[src/sv/mbc3_pkg.sv]
`default_nettype none

package mbc3_pkg;

	localparam int RAM_BYTES     = 32768;
	localparam int RAM_AW        = $clog2(RAM_BYTES);
	localparam int ROM_BANKS_MAX = 256;
	localparam int RAM_IDX_W     = 15;

	typedef enum logic [1:0] {
		KIND_READ  = 2'd0,
		KIND_WRITE = 2'd1,
		KIND_TICK  = 2'd2
	} kind_t;

	typedef enum logic [1:0] {
		CFG_ROM_BANK_MASK = 2'd0,
		CFG_WIDE_BANK     = 2'd1,
		CFG_RAM_SIZE      = 2'd2
	} cfg_index_t;

	// bus address regions, address bits 15:13
	localparam logic [2:0] REGION_RAM_ENABLE = 3'd0;
	localparam logic [2:0] REGION_ROM_BANK   = 3'd1;
	localparam logic [2:0] REGION_RAM_SELECT = 3'd2;
	localparam logic [2:0] REGION_LATCH      = 3'd3;
	localparam logic [2:0] REGION_EXT_RAM    = 3'd5;

	localparam logic [1:0] RAM_SIZE_NONE = 2'd0;
	localparam logic [1:0] RAM_SIZE_2K   = 2'd1;
	localparam logic [1:0] RAM_SIZE_8K   = 2'd2;
	localparam logic [1:0] RAM_SIZE_32K  = 2'd3;

	localparam logic [3:0] RTC_SEC    = 4'd8;
	localparam logic [3:0] RTC_MIN    = 4'd9;
	localparam logic [3:0] RTC_HOUR   = 4'd10;
	localparam logic [3:0] RTC_DAY_LO = 4'd11;
	localparam logic [3:0] RTC_FLAGS  = 4'd12;

	localparam logic [3:0] RAM_ENABLE_KEY = 4'hA;
	localparam logic [7:0] FLAGS_WR_MASK  = 8'hC1;
	localparam int         FLAG_DAY_HI    = 0;
	localparam int         FLAG_HALT      = 6;
	localparam int         FLAG_CARRY     = 7;
	localparam logic [6:0] SEC_PER_MIN    = 7'd60;
	localparam logic [5:0] HOURS_PER_DAY  = 6'd24;

	localparam logic [7:0] BYTE_FF       = 8'hFF;
	localparam logic [7:0] ROM_BANK_LIMIT = 8'(ROM_BANKS_MAX - 1);

	typedef struct packed {
		logic       tick;
		logic       wr;
		logic       latch;
		logic [3:0] idx;
		logic [7:0] data;
	} rtc_cmd_t;

	function automatic logic [RAM_AW-1:0] ram_mask(input logic [1:0] sel);
		logic [RAM_AW-1:0] m;
		case (sel)
			RAM_SIZE_2K:  m = RAM_AW'(((2048 < RAM_BYTES) ? 2048 : RAM_BYTES) - 1);
			RAM_SIZE_8K:  m = RAM_AW'(((8192 < RAM_BYTES) ? 8192 : RAM_BYTES) - 1);
			RAM_SIZE_32K: m = RAM_AW'(((32768 < RAM_BYTES) ? 32768 : RAM_BYTES) - 1);
			default:      m = '0;
		endcase
		return m;
	endfunction

endpackage

`default_nettype wire

[src/sv/mbc3_rtc.sv]
`default_nettype none

module mbc3_rtc (
	input  wire logic                clk,
	input  wire logic                arst_n,
	input  wire mbc3_pkg::rtc_cmd_t  cmd,
	output logic [7:0]               rd_byte
);

	logic [5:0] sec_q, min_q;
	logic [4:0] hour_q;
	logic [7:0] day_q, flags_q;
	logic [5:0] lat_sec_q, lat_min_q;
	logic [4:0] lat_hour_q;
	logic [7:0] lat_day_q, lat_flags_q;

	logic [6:0] s_sum, m_sum;
	logic [5:0] h_sum;
	logic [9:0] d_sum;
	logic       s_c, m_c, h_c;
	logic [5:0] s_nxt, m_nxt;
	logic [4:0] h_nxt;

	always_comb begin
		s_sum = {1'b0, sec_q} + 7'd1;
		s_c   = s_sum >= mbc3_pkg::SEC_PER_MIN;
		s_nxt = s_c ? 6'(s_sum - mbc3_pkg::SEC_PER_MIN) : s_sum[5:0];
		m_sum = {1'b0, min_q} + {6'd0, s_c};
		m_c   = m_sum >= mbc3_pkg::SEC_PER_MIN;
		m_nxt = m_c ? 6'(m_sum - mbc3_pkg::SEC_PER_MIN) : m_sum[5:0];
		h_sum = {1'b0, hour_q} + {5'd0, m_c};
		h_c   = h_sum >= mbc3_pkg::HOURS_PER_DAY;
		h_nxt = h_c ? 5'(h_sum - mbc3_pkg::HOURS_PER_DAY) : h_sum[4:0];
		d_sum = {1'b0, flags_q[mbc3_pkg::FLAG_DAY_HI], day_q} + {9'd0, h_c};
	end

	always_ff @(posedge clk or negedge arst_n) begin
		if (!arst_n) begin
			sec_q       <= '0;
			min_q       <= '0;
			hour_q      <= '0;
			day_q       <= '0;
			flags_q     <= '0;
			lat_sec_q   <= '0;
			lat_min_q   <= '0;
			lat_hour_q  <= '0;
			lat_day_q   <= '0;
			lat_flags_q <= '0;
		end else begin
			if (cmd.tick && !flags_q[mbc3_pkg::FLAG_HALT]) begin
				sec_q   <= s_nxt;
				min_q   <= m_nxt;
				hour_q  <= h_nxt;
				day_q   <= d_sum[7:0];
				flags_q <= {flags_q[mbc3_pkg::FLAG_CARRY] | d_sum[9],
					flags_q[mbc3_pkg::FLAG_HALT], 5'd0, d_sum[8]};
			end
			if (cmd.wr) begin
				case (cmd.idx)
					mbc3_pkg::RTC_SEC:    sec_q   <= cmd.data[5:0];
					mbc3_pkg::RTC_MIN:    min_q   <= cmd.data[5:0];
					mbc3_pkg::RTC_HOUR:   hour_q  <= cmd.data[4:0];
					mbc3_pkg::RTC_DAY_LO: day_q   <= cmd.data;
					mbc3_pkg::RTC_FLAGS:  flags_q <= cmd.data & mbc3_pkg::FLAGS_WR_MASK;
					default: ;
				endcase
			end
			if (cmd.latch) begin
				lat_sec_q   <= sec_q;
				lat_min_q   <= min_q;
				lat_hour_q  <= hour_q;
				lat_day_q   <= day_q;
				lat_flags_q <= flags_q;
			end
		end
	end

	always_comb begin
		case (cmd.idx)
			mbc3_pkg::RTC_SEC:    rd_byte = {2'd0, lat_sec_q};
			mbc3_pkg::RTC_MIN:    rd_byte = {2'd0, lat_min_q};
			mbc3_pkg::RTC_HOUR:   rd_byte = {3'd0, lat_hour_q};
			mbc3_pkg::RTC_DAY_LO: rd_byte = lat_day_q;
			mbc3_pkg::RTC_FLAGS:  rd_byte = lat_flags_q;
			default:              rd_byte = mbc3_pkg::BYTE_FF;
		endcase
	end

endmodule

`default_nettype wire

[config.mk]
export PLATFORM = sky130hd
export DESIGN_NAME = mbc3_rtc
export DESIGN_NICKNAME = d
export VERILOG_FILES = /design/src/sv/mbc3_pkg.sv /design/src/sv/mbc3_rtc.sv
export SDC_FILE = /design/constraint.sdc
export NUM_CORES = 1
export LEC_CHECK = 0
export BUFFER_PORTS_ARGS = -buffer_cell sky130_fd_sc_hd__buf_2
export CAP_MARGIN = 40
export CORE_MARGIN = 5
export CORE_UTILIZATION = 57
export CTS_CLUSTER_SIZE = 24
export DETAILED_ROUTE_END_ITERATION = 8
export PLACE_DENSITY_LB_ADDON = 0.1
export SYNTH_ARGS = -nofsm -noshare
export SYNTH_HDL_FRONTEND = slang
export SYNTH_SLANG_ARGS = --single-unit
[constraint.sdc]
create_clock -name clk -period 11.1 [get_ports clk]
set_clock_uncertainty 0.2 [all_clocks]
set_input_delay 1.11 -clock clk [delete_from_list [all_inputs] [get_ports clk]]
set_output_delay 1.11 -clock clk [all_outputs]
set_load 0.05 [all_outputs]
; ---- Yosys cells after proc, flatten, opt, wreduce, memory -nomap -nowiden
; Cells that the tools add are included.
[classes]
reduce_logical = 2
div_mod_pow = 0
n_mul = 0
bitwise = 1
muxes = 19
eq_ne = 5
n_addsub = 7
magnitude_cmp = 3
shifts = 0
[op_table]
columns = operator, n
row1 = $mux 6, 8
row2 = $mux 8, 6
row3 = $pmux 8 s5, 1
row4 = $eq 4x4->1 const B, 5
row5 = $mux 5, 4
row6 = $ge 7x6->1 const B, 2
row7 = $sub 6x6->6 const B, 2
row8 = $add 9x1->10, 1
row9 = $add 6x1->7, 1
row10 = $add 6x1->7 const B, 1
row11 = $add 5x1->6, 1
row12 = $ge 6x5->1 const B, 1
row13 = $sub 5x5->5 const B, 1
row14 = $logic_and 1x1->1, 1
row15 = $logic_not 1->1, 1
row16 = $or 1x1->1, 1
[totals]
in_bits = 17
rom_bits = 0
ff_bits = 66
n_memories = 0
output_inout_bits = 8
ram_bits = 0
latchBits = 0

; ---- Logic depth before layout (Yosys ltp)
; Gate-level depths: netlist (run 1).
[depth]
depth_word = 11
depth_mapped = 30
ltp_nobuf = 29

; ---- Worst setup path before layout (run 1)
; No wires, ideal clock.
[synth_timing]
kind = reg2reg
startpoint = reg sec_q[0]
endpoint = reg day_q[7]
setup_time_ns = 0.083
t_arrival_ns = 5.266
required_ns = 10.817
stages_incl_launch_ff = 30
n_path_buf = 2
synth_period_minus_slack_ns = 5.549
path_slack_ns = 5.551
cell_sequence = dfrtp_1 -> ha_1 -> clkbuf_1 -> xor2_1 -> ha_1 -> a32oi_1 -> a41o_1 -> a21oi_1 -> or3_4 -> ha_1 -> ha_1 -> nor2b_1 -> or2_2 -> ha_1 -> nand2_1 -> o21bai_1 -> o22ai_1 -> inv_1 -> ha_1 -> and3_1 -> clkbuf_1 -> o21ai_0 -> a22o_1 -> ha_1 -> nand3_1 -> nor2_1 -> and3_1 -> nand3_1 -> xor2_1 -> o21ai_0
[synth_via]
elab_chain_len = 10
[synth_rtl]
columns = element, line_no
row1 = "start, declared", mbc3_rtc.sv:10  ; logic [5:0] sec_q, min_q;
row2 = "start signal, assigned", mbc3_rtc.sv:51  ; sec_q <= s_nxt;
row3 = "start signal, assigned", mbc3_rtc.sv:60  ; mbc3_pkg::RTC_SEC: sec_q <= cmd.data[5:0];
row4 = $add 6x1->7 *, mbc3_rtc.sv:25  ; s_sum = {1'b0, sec_q} + 7'd1;
row5 = $ge 7x6->1 *, mbc3_rtc.sv:26  ; s_c = s_sum >= mbc3_pkg::SEC_PER_MIN;
row6 = $add 6x1->7 *, mbc3_rtc.sv:28  ; m_sum = {1'b0, min_q} + {6'd0, s_c};
row7 = $ge 7x6->1 *, mbc3_rtc.sv:29  ; m_c = m_sum >= mbc3_pkg::SEC_PER_MIN;
row8 = $add 5x1->6 *, mbc3_rtc.sv:31  ; h_sum = {1'b0, hour_q} + {5'd0, m_c};
row9 = $ge 6x5->1 *, mbc3_rtc.sv:32  ; h_c = h_sum >= mbc3_pkg::HOURS_PER_DAY;
row10 = $add 9x1->10 *, mbc3_rtc.sv:34  ; d_sum = {1'b0, flags_q[mbc3_pkg::FLAG_DAY_HI], day_q} + {9'd0, h_c};
row11 = $mux 8 *, mbc3_rtc.sv:50  ; if (cmd.tick && !flags_q[mbc3_pkg::FLAG_HALT]) begin
row12 = $mux 8, mbc3_rtc.sv:59  ; case (cmd.idx)
row13 = $mux 8 *, mbc3_rtc.sv:58  ; if (cmd.wr) begin
row14 = "end signal, assigned", mbc3_rtc.sv:54  ; day_q <= d_sum[7:0];
row15 = "end signal, assigned", mbc3_rtc.sv:63  ; mbc3_pkg::RTC_DAY_LO: day_q <= cmd.data;
row16 = "end, declared", mbc3_rtc.sv:12  ; logic [7:0] day_q, flags_q;
; Every way passes the cells marked *; elsewhere a longest branch is shown, timed or not.
; A chain may end at the register's enable or synchronous reset.

; ---- Worst setup path after layout (run 1)
[layout_timing]
startpoint = reg sec_q[0]
endpoint = reg day_q[6]
; The elaborated chain is that of the path after synthesis.

==> flow_metrics.env, run 1 <==
export IMPL_hold_viol=0
export IMPL_cts_made_buffers=9
export IMPL_h_tree_depth=3
export IMPL_post_cts_buffers=0
export IMPL_synth_area_um2=3687
export IMPL_yosysSeqAreaShare_pct=44.79
export IMPL_initial_utilization_pct=58.40
export IMPL_hp_class="flop to flop"
export IMPL_crit_arrival_ns=6.12
export IMPL_yosys_cell_types_count=46
export IMPL_drc=0
export IMPL_die_area_um2=8178
export IMPL_n_antenna_cell=0
export IMPL_worstSetupEndpoint="day_q[6]"
export IMPL_pin_count=25
export IMPL_power_frac_seq_pct=46.7
export IMPL_drtIter0Drc=186
export IMPL_clock_path_buffers=2
export IMPL_r2r_end="day_q[6]"
export IMPL_crit_path_top_delay_cell="dfrtp_1"
export IMPL_end_kind="flop"
export IMPL_cts_root_buf="clkbuf_8"
export IMPL_synth_edf_count=0
export IMPL_maxCapViolCount=0
export IMPL_critPathRequiredTime_ns=11.08
export IMPL_dp_cells=458
export IMPL_maxSlewViolCount=0
export IMPL_syn_num_nets=402
export IMPL_r2r_cells=29
export IMPL_portBuffers=24
export IMPL_die_w_um=90.43
export IMPL_crit_type="flop to flop"
export IMPL_period_minus_slack_ns=6.144
export IMPL_vias=2894
export IMPL_critPathMaxStageDelay_ns=0.52
export IMPL_yosysWarningCount=0
export IMPL_tns_ns=0
export IMPL_synth_cells=375
export IMPL_p_leak_uw=0.001794
export IMPL_worstSetupStartpointType="flop"
export IMPL_fin_nets=419
export IMPL_antenna_found_initial=0
export IMPL_crit_path_start="sec_q[0]"
export IMPL_setup_viol=0
export IMPL_internal_power_uw=567.9
export IMPL_p_sw_uw=331.2
export IMPL_synthFlopType="dfrtp_1"
export IMPL_clk_latency_ns=0.34
export IMPL_power_frac_clock_pct=22.4
export IMPL_die_y_um=90.43
export IMPL_avgSynthCellArea_um2=9.833
export IMPL_comb_power_share_pct=30.9
export IMPL_switching_share_pct=36.84
export IMPL_rows=29
export IMPL_globalplace_congestion=0.8245
export IMPL_path_max_fanout=11
export IMPL_area_delta_synth_final_pct=9.535
export IMPL_rsz0062_at_grt="no"
export IMPL_slew_headroom_pct=40.23
export IMPL_grt_pass1_vias=2940
export IMPL_routed_wl_um=8848
export IMPL_dp_hpwl_um=6067
export IMPL_ys_async_sr_fraction_pct=100.0
export IMPL_coreArea_um2=6314
export IMPL_clock_sinks=66
export IMPL_min_period_over_period_pct=55.35
export IMPL_cts_tree="done"
export IMPL_hold_buffers=0
export IMPL_outcome="complete, no violations"
export IMPL_ys_ff_latch=66
export IMPL_r2r_slack_ns=4.96
export IMPL_vias_per_cell=6.105
export IMPL_final_cells=474
export IMPL_routedWlPerCell_um=18.67
export IMPL_crit_top_cell="ha_1"
export IMPL_clk_pin_slew_ns=0.07
export IMPL_firstDrtPassIters=4
export IMPL_ir_worst_vdd_mv=0.1326
export IMPL_grt_max_degree=67
export IMPL_r2r_start="sec_q[0]"
export IMPL_ctsResizeCount=0
export IMPL_gr_total_overflow=0
export IMPL_drive_gt1_share_pct=22.17
export IMPL_track_usage_pct=22.85
export IMPL_grt_pass1_wl_um=15060
export IMPL_fmax_mhz=162.8
export IMPL_ant_nets=0
export IMPL_power_density_nw_per_um2=222.6
export IMPL_worstMarginPinSlew_ns=0.8933
## synth_stat cells (all sizes together) (8+ instances only)
cell	count	area, µm²
nand3	16	80.08
nor2	25	93.84
a21oi	19	95.09
o21ai	30	153.9
ha	10	125.1
xnor2	10	87.58
mux2	39	439.2
and3	14	87.58
dfrtp	66	1652
xor2	8	70.07
nand2	49	186.4
clkbuf	15	56.30
## sequential cells by signal (all words and copies together) (netlist names)
register / cells
day_q: 8
flags_q: 8
lat_day_q: 8
lat_flags_q: 8
lat_min_q: 6
lat_sec_q: 6
min_q: 6
sec_q: 6
hour_q: 5
lat_hour_q: 5
## stage by stage
stage | cell area (µm²) | util (%) | worst slack [ns] | hold slack (ns) | power (µW)
final | 4039 | 63.97 | 4.956 | 0.3107 | 899.1
after global routing | 4039 | 63.97 | 4.514 | 0.3226 | 959.3
after CTS | 4039 | 63.97 | 5.021 | 0.3084 | 900.3
after detailed placement | 3844 | 60.88 | 5.069 | 0.2803 | 697.9
after global placement | 3829 | 60.64 | 5.216 | 0.2873 | 686.6
after floorplan | 3687 | - | 5.551 | 0.2706 | 616.3
## cells in the final DEF, fill, tap and decap left out, drive strengths merged, types with 6 or more instances in the layout
| cell type | instances |
|---|---|
| and3 | 14 |
| mux2 | 39 |
| nand2 | 49 |
| a22oi | 6 |
| mux2i | 7 |
| nor2 | 25 |
| dfrtp | 66 |
| o21ai | 30 |
| xnor2 | 10 |
| a31oi | 7 |
| clkbuf | 11 |
| nand3 | 16 |
| ha | 10 |
| a21oi | 19 |
| buf | 27 |
| xor2 | 8 |
## worst max-delay path: cells and delay by family (launching register included)
family / cells / cell delay (ns)
fa+ha+maj: 9 / 2.15
simple gates: 9 / 1.52
compound gates: 8 / 1.15
flops: 1 / 0.52
xor+xnor: 2 / 0.29
buf+inv: 1 / 0.13
## area by class of cell
type | instances | area (µm²)
Multi-Input combinational cell | 286 | 1938
Clock buffer | 11 | 141.4
Clock inverter | 5 | 53.80
Fill cell | 532 | 2275
Timing Repair Buffer | 27 | 150.1
Sequential cell | 66 | 1652
Tap cell | 77 | 96.34
Inverter | 2 | 7.507
## cell families (layout without fill, tap and decap cells)
family,after synthesis,count (layout),share of synthesized area [%]
flops,66,66,44.79
buf+inv,23,45,2.647
fa+ha+maj,10,10,3.393
compound gates,85,85,14.32
mux,46,46,13.81
xor+xnor,18,18,4.276
simple gates,127,127,16.76
## layer usage
| metal | global-route usage (%) | vias up | routed length [µm] |
|---|---|---|---|
| met4 | 7.444 | 0 | 171 |
| met3 | 5.000 | 21 | 363 |
| li1 | - | 1387 | - |
| met2 | 35.37 | 77 | 4060 |
| met1 | 31.92 | 1409 | 4252 |
| met5 | 0 | - | 0 |
## worst min path at each step
stage	end	from	depth (start not counted)	slack, ns
final	lat_day_q[7]	lat_day_q[7]	1	0.31
after global routing	lat_flags_q[4]	flags_q[4]	1	0.32
after CTS	lat_flags_q[1]	flags_q[1]	1	0.31
after detailed placement	lat_flags_q[1]	flags_q[1]	1	0.28
after global placement	lat_min_q[0]	lat_min_q[0]	1	0.29
after floorplan	flags_q[1]	flags_q[1]	1	0.27
## power groups by stage
stage	clock (µW)	combinational, µW	sequential [µW]
5_1_grt	217	310	432
6_report	201	278	420
2_1_floorplan	0	240	377
4_1_cts	204	278	418
3_3_place_gp	0	269	417
3_5_place_dp	0	276	422
Note: power is estimated with default switching activity, not from simulation.
==> run 2: changes to the inputs <==
--- a/config.mk
+++ b/config.mk
@@ -5,6 +5,7 @@
 export SDC_FILE = /design/constraint.sdc
 export NUM_CORES = 1
 export LEC_CHECK = 0
+export ABC_AREA = 1
 export BUFFER_PORTS_ARGS = -buffer_cell sky130_fd_sc_hd__buf_2
 export CAP_MARGIN = 40
 export CORE_MARGIN = 5
==> constraint.sdc (replaced) <==
create_clock -name clk -period 5.7 [get_ports clk]
set_clock_uncertainty 0.2 [all_clocks]
set_input_delay 0.57 -clock clk [delete_from_list [all_inputs] [get_ports clk]]
set_output_delay 0.57 -clock clk [all_outputs]
set_load 0.05 [all_outputs]
==> flow_metrics.env, run 2 <==
export IMPL_avgSynthCellArea_um2=8.324
export IMPL_crit_type="flop to flop"
export IMPL_fin_nets=488
export IMPL_setup_viol=0
export IMPL_clock_path_buffers=2
export IMPL_final_common_cell="nand2_1"
export IMPL_grt_use_met3_pct=4.090
export IMPL_drc=0
export IMPL_place_ws_ns=0.3032
export IMPL_dp_hpwl_um=6356
export IMPL_die_w_um=89.71
export IMPL_die_area_um2=8047
export IMPL_vias_per_cell=5.689
export IMPL_worstSetupStartpointType="flop"
export IMPL_hold_viol=0
export IMPL_critPathMaxStageDelay_ns=0.45
export IMPL_p_leak_uw=0.001970
export IMPL_synth_edf_count=0
export IMPL_ant_nets=0
export IMPL_ir_worst_vdd_mv=0.2572
export IMPL_crit_path_start="sec_q[0]"
export IMPL_portBuffers=24
export IMPL_track_usage_pct=22.87
export IMPL_die_y_um=89.71
export IMPL_maxCapViolCount=0
export IMPL_clock_sinks=66
export IMPL_crit_top_cell="ha_2"
export IMPL_synth_top_cell_by_area="dfrtp_1"
export IMPL_period_minus_slack_ns=5.278
export IMPL_worstMarginPinSlew_ns=0.8067
export IMPL_synth_cells=435
export IMPL_rows=29
export IMPL_synthTopCellsByCount="nand2_1, dfrtp_1, inv_1, nor2_1, nand3_1"
export IMPL_grt_pass1_vias=3045
export IMPL_antenna_found_initial=0
export IMPL_grtUsageMet1_pct=31.16
export IMPL_tns_ns=0
export IMPL_yosys_cell_types_count=35
export IMPL_power_density_nw_per_um2=405.8
export IMPL_yosysWarningCount=0
export IMPL_syn_num_nets=462
export IMPL_final_cell_mix="nand2_1, dfrtp_1, inv_1, nor2_1, nand3_1"
export IMPL_coreArea_um2=6277
export IMPL_slew_headroom_pct=46.22
export IMPL_outcome="complete, no violations"
export IMPL_maxSlewViolCount=0
export IMPL_vias=3089
export IMPL_cts_tree="done"
export IMPL_finish_utilization_pct=64.90
export IMPL_drive_gt1_share_pct=21.24
export IMPL_clk_latency_ns=0.34
export IMPL_grt_pass1_wl_um=14850
export IMPL_critPathRequiredTime_ns=5.78
export IMPL_drtIter0Drc=227
export IMPL_grt_max_degree=67
export IMPL_crit_path_top_delay_cell="dfrtp_2"
export IMPL_synth_area_leaders="dfrtp_1, nand2_1, inv_1, mux2_2, nand3_1"
export IMPL_cts_root_buf="clkbuf_8"
export IMPL_fmax_mhz=189.4
export IMPL_firstDrtPassIters=4
export IMPL_initial_utilization_pct=57.68
export IMPL_r2r_start="sec_q[0]"
export IMPL_crit_arrival_ns=5.36
export IMPL_synthFlopType="dfrtp_1"
export IMPL_routed_wl_um=8968
export IMPL_ys_async_sr_fraction_pct=100.0
export IMPL_ys_ff_latch=66
export IMPL_yosysSeqAreaShare_pct=45.61
export IMPL_clk_pin_slew_ns=0.07
export IMPL_h_tree_depth=3
export IMPL_yosys_area_top_type_share_pct=45.61
export IMPL_synth_area_um2=3621
export IMPL_globalplace_congestion=0.8883
export IMPL_grt_busiest_layer="met2"
export IMPL_holdWs_ns=0.2038
export IMPL_worst_slack_ns=0.4215
export IMPL_hold_buffers=0
export IMPL_end_kind="flop"
export IMPL_routedWlPerCell_um=16.52
export IMPL_n_antenna_cell=0
export IMPL_power_uw=1653
export IMPL_synthMostInstantiatedCell="nand2_1"
export IMPL_pin_count=25
export IMPL_path_max_fanout=6
export IMPL_cts_made_buffers=9
export IMPL_grt_util_met2_pct=34.21
export IMPL_min_period_over_period_pct=92.60
export IMPL_gr_total_overflow=0
export IMPL_area_delta_synth_final_pct=12.51
export IMPL_hp_class="input pin to async pin"
-- run 2: final cells by class --
cell class                      instances  area [µm²]
Timing Repair Buffer                   27       155.1
Clock buffer                           12       155.1
Fill cell                             549        2203
Clock inverter                          4       50.05
Inverter                               62       232.7
Multi-Input combinational cell        295        1730
Tap cell                               77       96.34
Sequential cell                        66        1654
-- run 2: repair_timing --
action	in CTS	in global routing
endpoints found under the setup margin	0	5
buffers inserted	0	1
hold endpoints to repair	0	0
resized for setup	0	15
-- run 2: power by group --
part	leakage, µW	switching [µW]	total [µW]	internal [µW]
clock	0.0000986	176	401	225
sequential	0.000831	146	758	612
combinational	0.00104	292	494	202
total	0.00197	615	1650	1040
-- run 2: worst max-delay path, delay by kind of cell (launching register included) --
family | cells | cell delay [ns]
adders and majority gates | 9 | 1.69
xor gates and xnor gates | 1 | 0.23
buffers and inverters | 3 | 0.20
and+or+nand+nor | 19 | 2.18
DFF | 1 | 0.45
AOI/OAI and AO/OA | 3 | 0.31
-- run 2: path summary, 6_finish.rpt --
kind	end	slack, ns	cells past startpoint
min in group clk	day_q[5]	0.28	3
max	flags_q[0]	0.42	35
max reg2reg	flags_q[0]	0.42	35
min	flags_q[4]	0.20	2
min reg2reg	flags_q[1]	0.30	2
max in group asynchronous	sec_q[1]	4.53	2
-- run 2: kinds of logic (layout without fill, tap and decap cells) --
| kind of cell | Yosys count | count (layout) | share of synthesized area [%] |
|---|---|---|---|
| xor gates and xnor gates | 9 | 9 | 2.384 |
| adders and majority gates | 10 | 10 | 3.455 |
| and+or+nand+nor | 189 | 189 | 24.02 |
| buffers and inverters | 74 | 105 | 8.051 |
| AOI/OAI and AO/OA | 72 | 72 | 11.82 |
| muxes | 15 | 15 | 4.665 |
| DFF | 66 | 66 | 45.61 |
-- run 2: layer usage --
layer | vias up | part of all wire (%)
li1 | 1490 | -
met1 | 1488 | 43
met2 | 88 | 46
met3 | 23 | 7.2
met4 | 0 | 3.1
met5 | - | 0
-- run 2: metrics by stage --
| stage | instance area (µm²) | instances |
|---|---|---|
| finish | 4074 | 543 |
| CTS | 4011 | 542 |
| floorplan | 3621 | 435 |
| global placement | 3786 | 525 |
| global route | 4074 | 543 |
| detailed placement | 3806 | 526 |
==> run 3: changes to the inputs <==
--- a/config.mk
+++ b/config.mk
@@ -12,7 +12,7 @@
 export CORE_UTILIZATION = 57
 export CTS_CLUSTER_SIZE = 24
 export DETAILED_ROUTE_END_ITERATION = 8
-export PLACE_DENSITY_LB_ADDON = 0.1
+export PLACE_DENSITY_LB_ADDON = 0.15
 export SYNTH_ARGS = -nofsm -noshare
 export SYNTH_HDL_FRONTEND = slang
 export SYNTH_SLANG_ARGS = --single-unit
==> flow_metrics.env, run 3 (synthesis results as in run 2) <==
export IMPL_outcome="complete, no violations"
export IMPL_die_area_um2=8047
export IMPL_power_frac_seq_pct=44.9
export IMPL_cts_made_buffers=9
export IMPL_p_sw_uw=609.5
export IMPL_min_period_over_period_pct=92.87
export IMPL_track_usage_pct=22.48
export IMPL_ant_nets=0
export IMPL_cp_num_buf_inv=4
export IMPL_grt_util_met2_pct=36.59
export IMPL_power_frac_clock_pct=26.1
export IMPL_clk_latency_ns=0.34
export IMPL_worstMarginPinSlew_ns=0.8509
export IMPL_portBuffers=24
export IMPL_gr_total_overflow=0
export IMPL_hp_class="input pin to async pin"
export IMPL_pin_count=25
export IMPL_crit_path_top_delay_cell="dfrtp_2"
export IMPL_cts_tree="done"
export IMPL_dp_hpwl_um=6319
export IMPL_h_tree_depth=3
export IMPL_finalInstanceArea_um2=4046
export IMPL_clk_pin_slew_ns=0.07
export IMPL_firstDrtPassIters=7
export IMPL_end_kind="flop"
export IMPL_routedWlPerCell_um=16.37
export IMPL_internal_power_uw=1062
export IMPL_die_y_um=89.71
export IMPL_cts_root_buf="clkbuf_8"
export IMPL_critPathRequiredTime_ns=5.78
export IMPL_grt_pass1_vias=2970
export IMPL_grt_max_degree=67
export IMPL_setup_viol=0
export IMPL_crit_arrival_ns=5.37
export IMPL_die_w_um=89.71
export IMPL_comb_power_share_pct=29.0
export IMPL_worstSetupStartpointType="flop"
export IMPL_maxCapViolCount=0
export IMPL_ir_worst_vdd_mv=0.2237
export IMPL_clock_sinks=66
export IMPL_hold_buffers=0
export IMPL_fin_nets=487
export IMPL_crit_family="simple AND/OR/NAND/NOR gates"
export IMPL_maxSlewViolCount=0
export IMPL_rsz0062_at_grt="no"
export IMPL_slew_headroom_pct=43.27
export IMPL_hold_viol=0
export IMPL_critPathMaxStageDelay_ns=0.45
export IMPL_path_max_fanout=6
export IMPL_globalplace_congestion=0.8484
export IMPL_crit_type="flop to flop"
export IMPL_dp_cells=526
export IMPL_final_cells=542
export IMPL_p_leak_uw=0.001990
export IMPL_area_delta_synth_final_pct=11.75
export IMPL_grt_use_met3_pct=3.339
export IMPL_grtUsageMet1_pct=29.88
export IMPL_drive_gt1_share_pct=19.35
export IMPL_drtIter0Drc=220
export IMPL_switching_share_pct=36.46
export IMPL_drc=0
export IMPL_fmax_mhz=188.9
export IMPL_clock_path_buffers=2
export IMPL_routed_wl_um=8870
export IMPL_power_density_nw_per_um2=413.1
export IMPL_vias=3048
export IMPL_period_minus_slack_ns=5.293
export IMPL_crit_top_cell="ha_1"
export IMPL_n_antenna_cell=0
export IMPL_initial_utilization_pct=57.68
export IMPL_final_common_cell="nand2_1"
export IMPL_tns_ns=0
export IMPL_rows=29
export IMPL_coreArea_um2=6277
export IMPL_place_area_um2=3806
export IMPL_final_cell_mix="nand2_1, dfrtp_1, inv_1, nor2_1, nand3_1"
export IMPL_grt_pass1_wl_um=14570
export IMPL_antenna_found_initial=0
export IMPL_vias_per_cell=5.624
export IMPL_grt_busiest_layer="met2"
==> run 3: area by class of cell <==
class	count	area, µm²
Tap cell	77	96.34
Clock inverter	5	77.57
Sequential cell	66	1653
Clock buffer	11	141.4
Multi-Input combinational cell	295	1698
Inverter	62	232.7
Fill cell	559	2231
Timing Repair Buffer	26	147.6
==> run 3: path summary, 6_finish.rpt <==
check | from | end | slack, ns | cells past startpoint
worst max-delay path | sec_q[0] | flags_q[0] | 0.41 | 36
worst min-delay path | arst_n | lat_flags_q[6] | 0.22 | 2
worst max register to register | sec_q[0] | flags_q[0] | 0.41 | 36
worst min register to register | flags_q[4] | flags_q[4] | 0.30 | 2
max in group asynchronous | arst_n | sec_q[0] | 4.47 | 2
min in group clk | flags_q[4] | flags_q[4] | 0.30 | 2
==> run 3: what timing repair did <==
action                     in CTS  in global routing
gates resized for setup         0                  5
buffers inserted                0                  0
setup endpoints to repair       0                  1
==> run 3: power by group through the flow <==
stage	logic (µW)	clock network, µW	registers (µW)
after floorplan	383	0	705
final	485	436	750
after detailed placement	478	0	754
after CTS	483	443	746
after global placement	463	0	745
after global routing	549	462	769
==> run 3: stage by stage <==
step	hold WS, ns	worst slack [ns]	total power (µW)	util [%]
final	0.2166	0.4066	1672	64.46
after global routing	0.2921	0.04135	1780	64.46
after CTS	0.2457	0.3220	1671	64.12
after detailed placement	0.2762	0.3283	1233	60.63
after global placement	0.2725	0.5727	1208	60.31
after floorplan	0.07441	0.8396	1087	-
==> run 3: worst register-to-register path: cells and delay by family (launching register included) <==
kind | cells | cell delay (ns)
xor+xnor | 1 | 0.19
simple gates | 19 | 1.95
fa+ha+maj | 9 | 1.87
compound gates | 3 | 0.34
buf+inv | 4 | 0.23
flops | 1 | 0.45
==> run 3: routing by layer <==
metal	vias up	part of all wire [%]
met5	-	0
met4	0	1.9
met3	13	5.3
met2	101	47
met1	1447	46
li1	1487	-
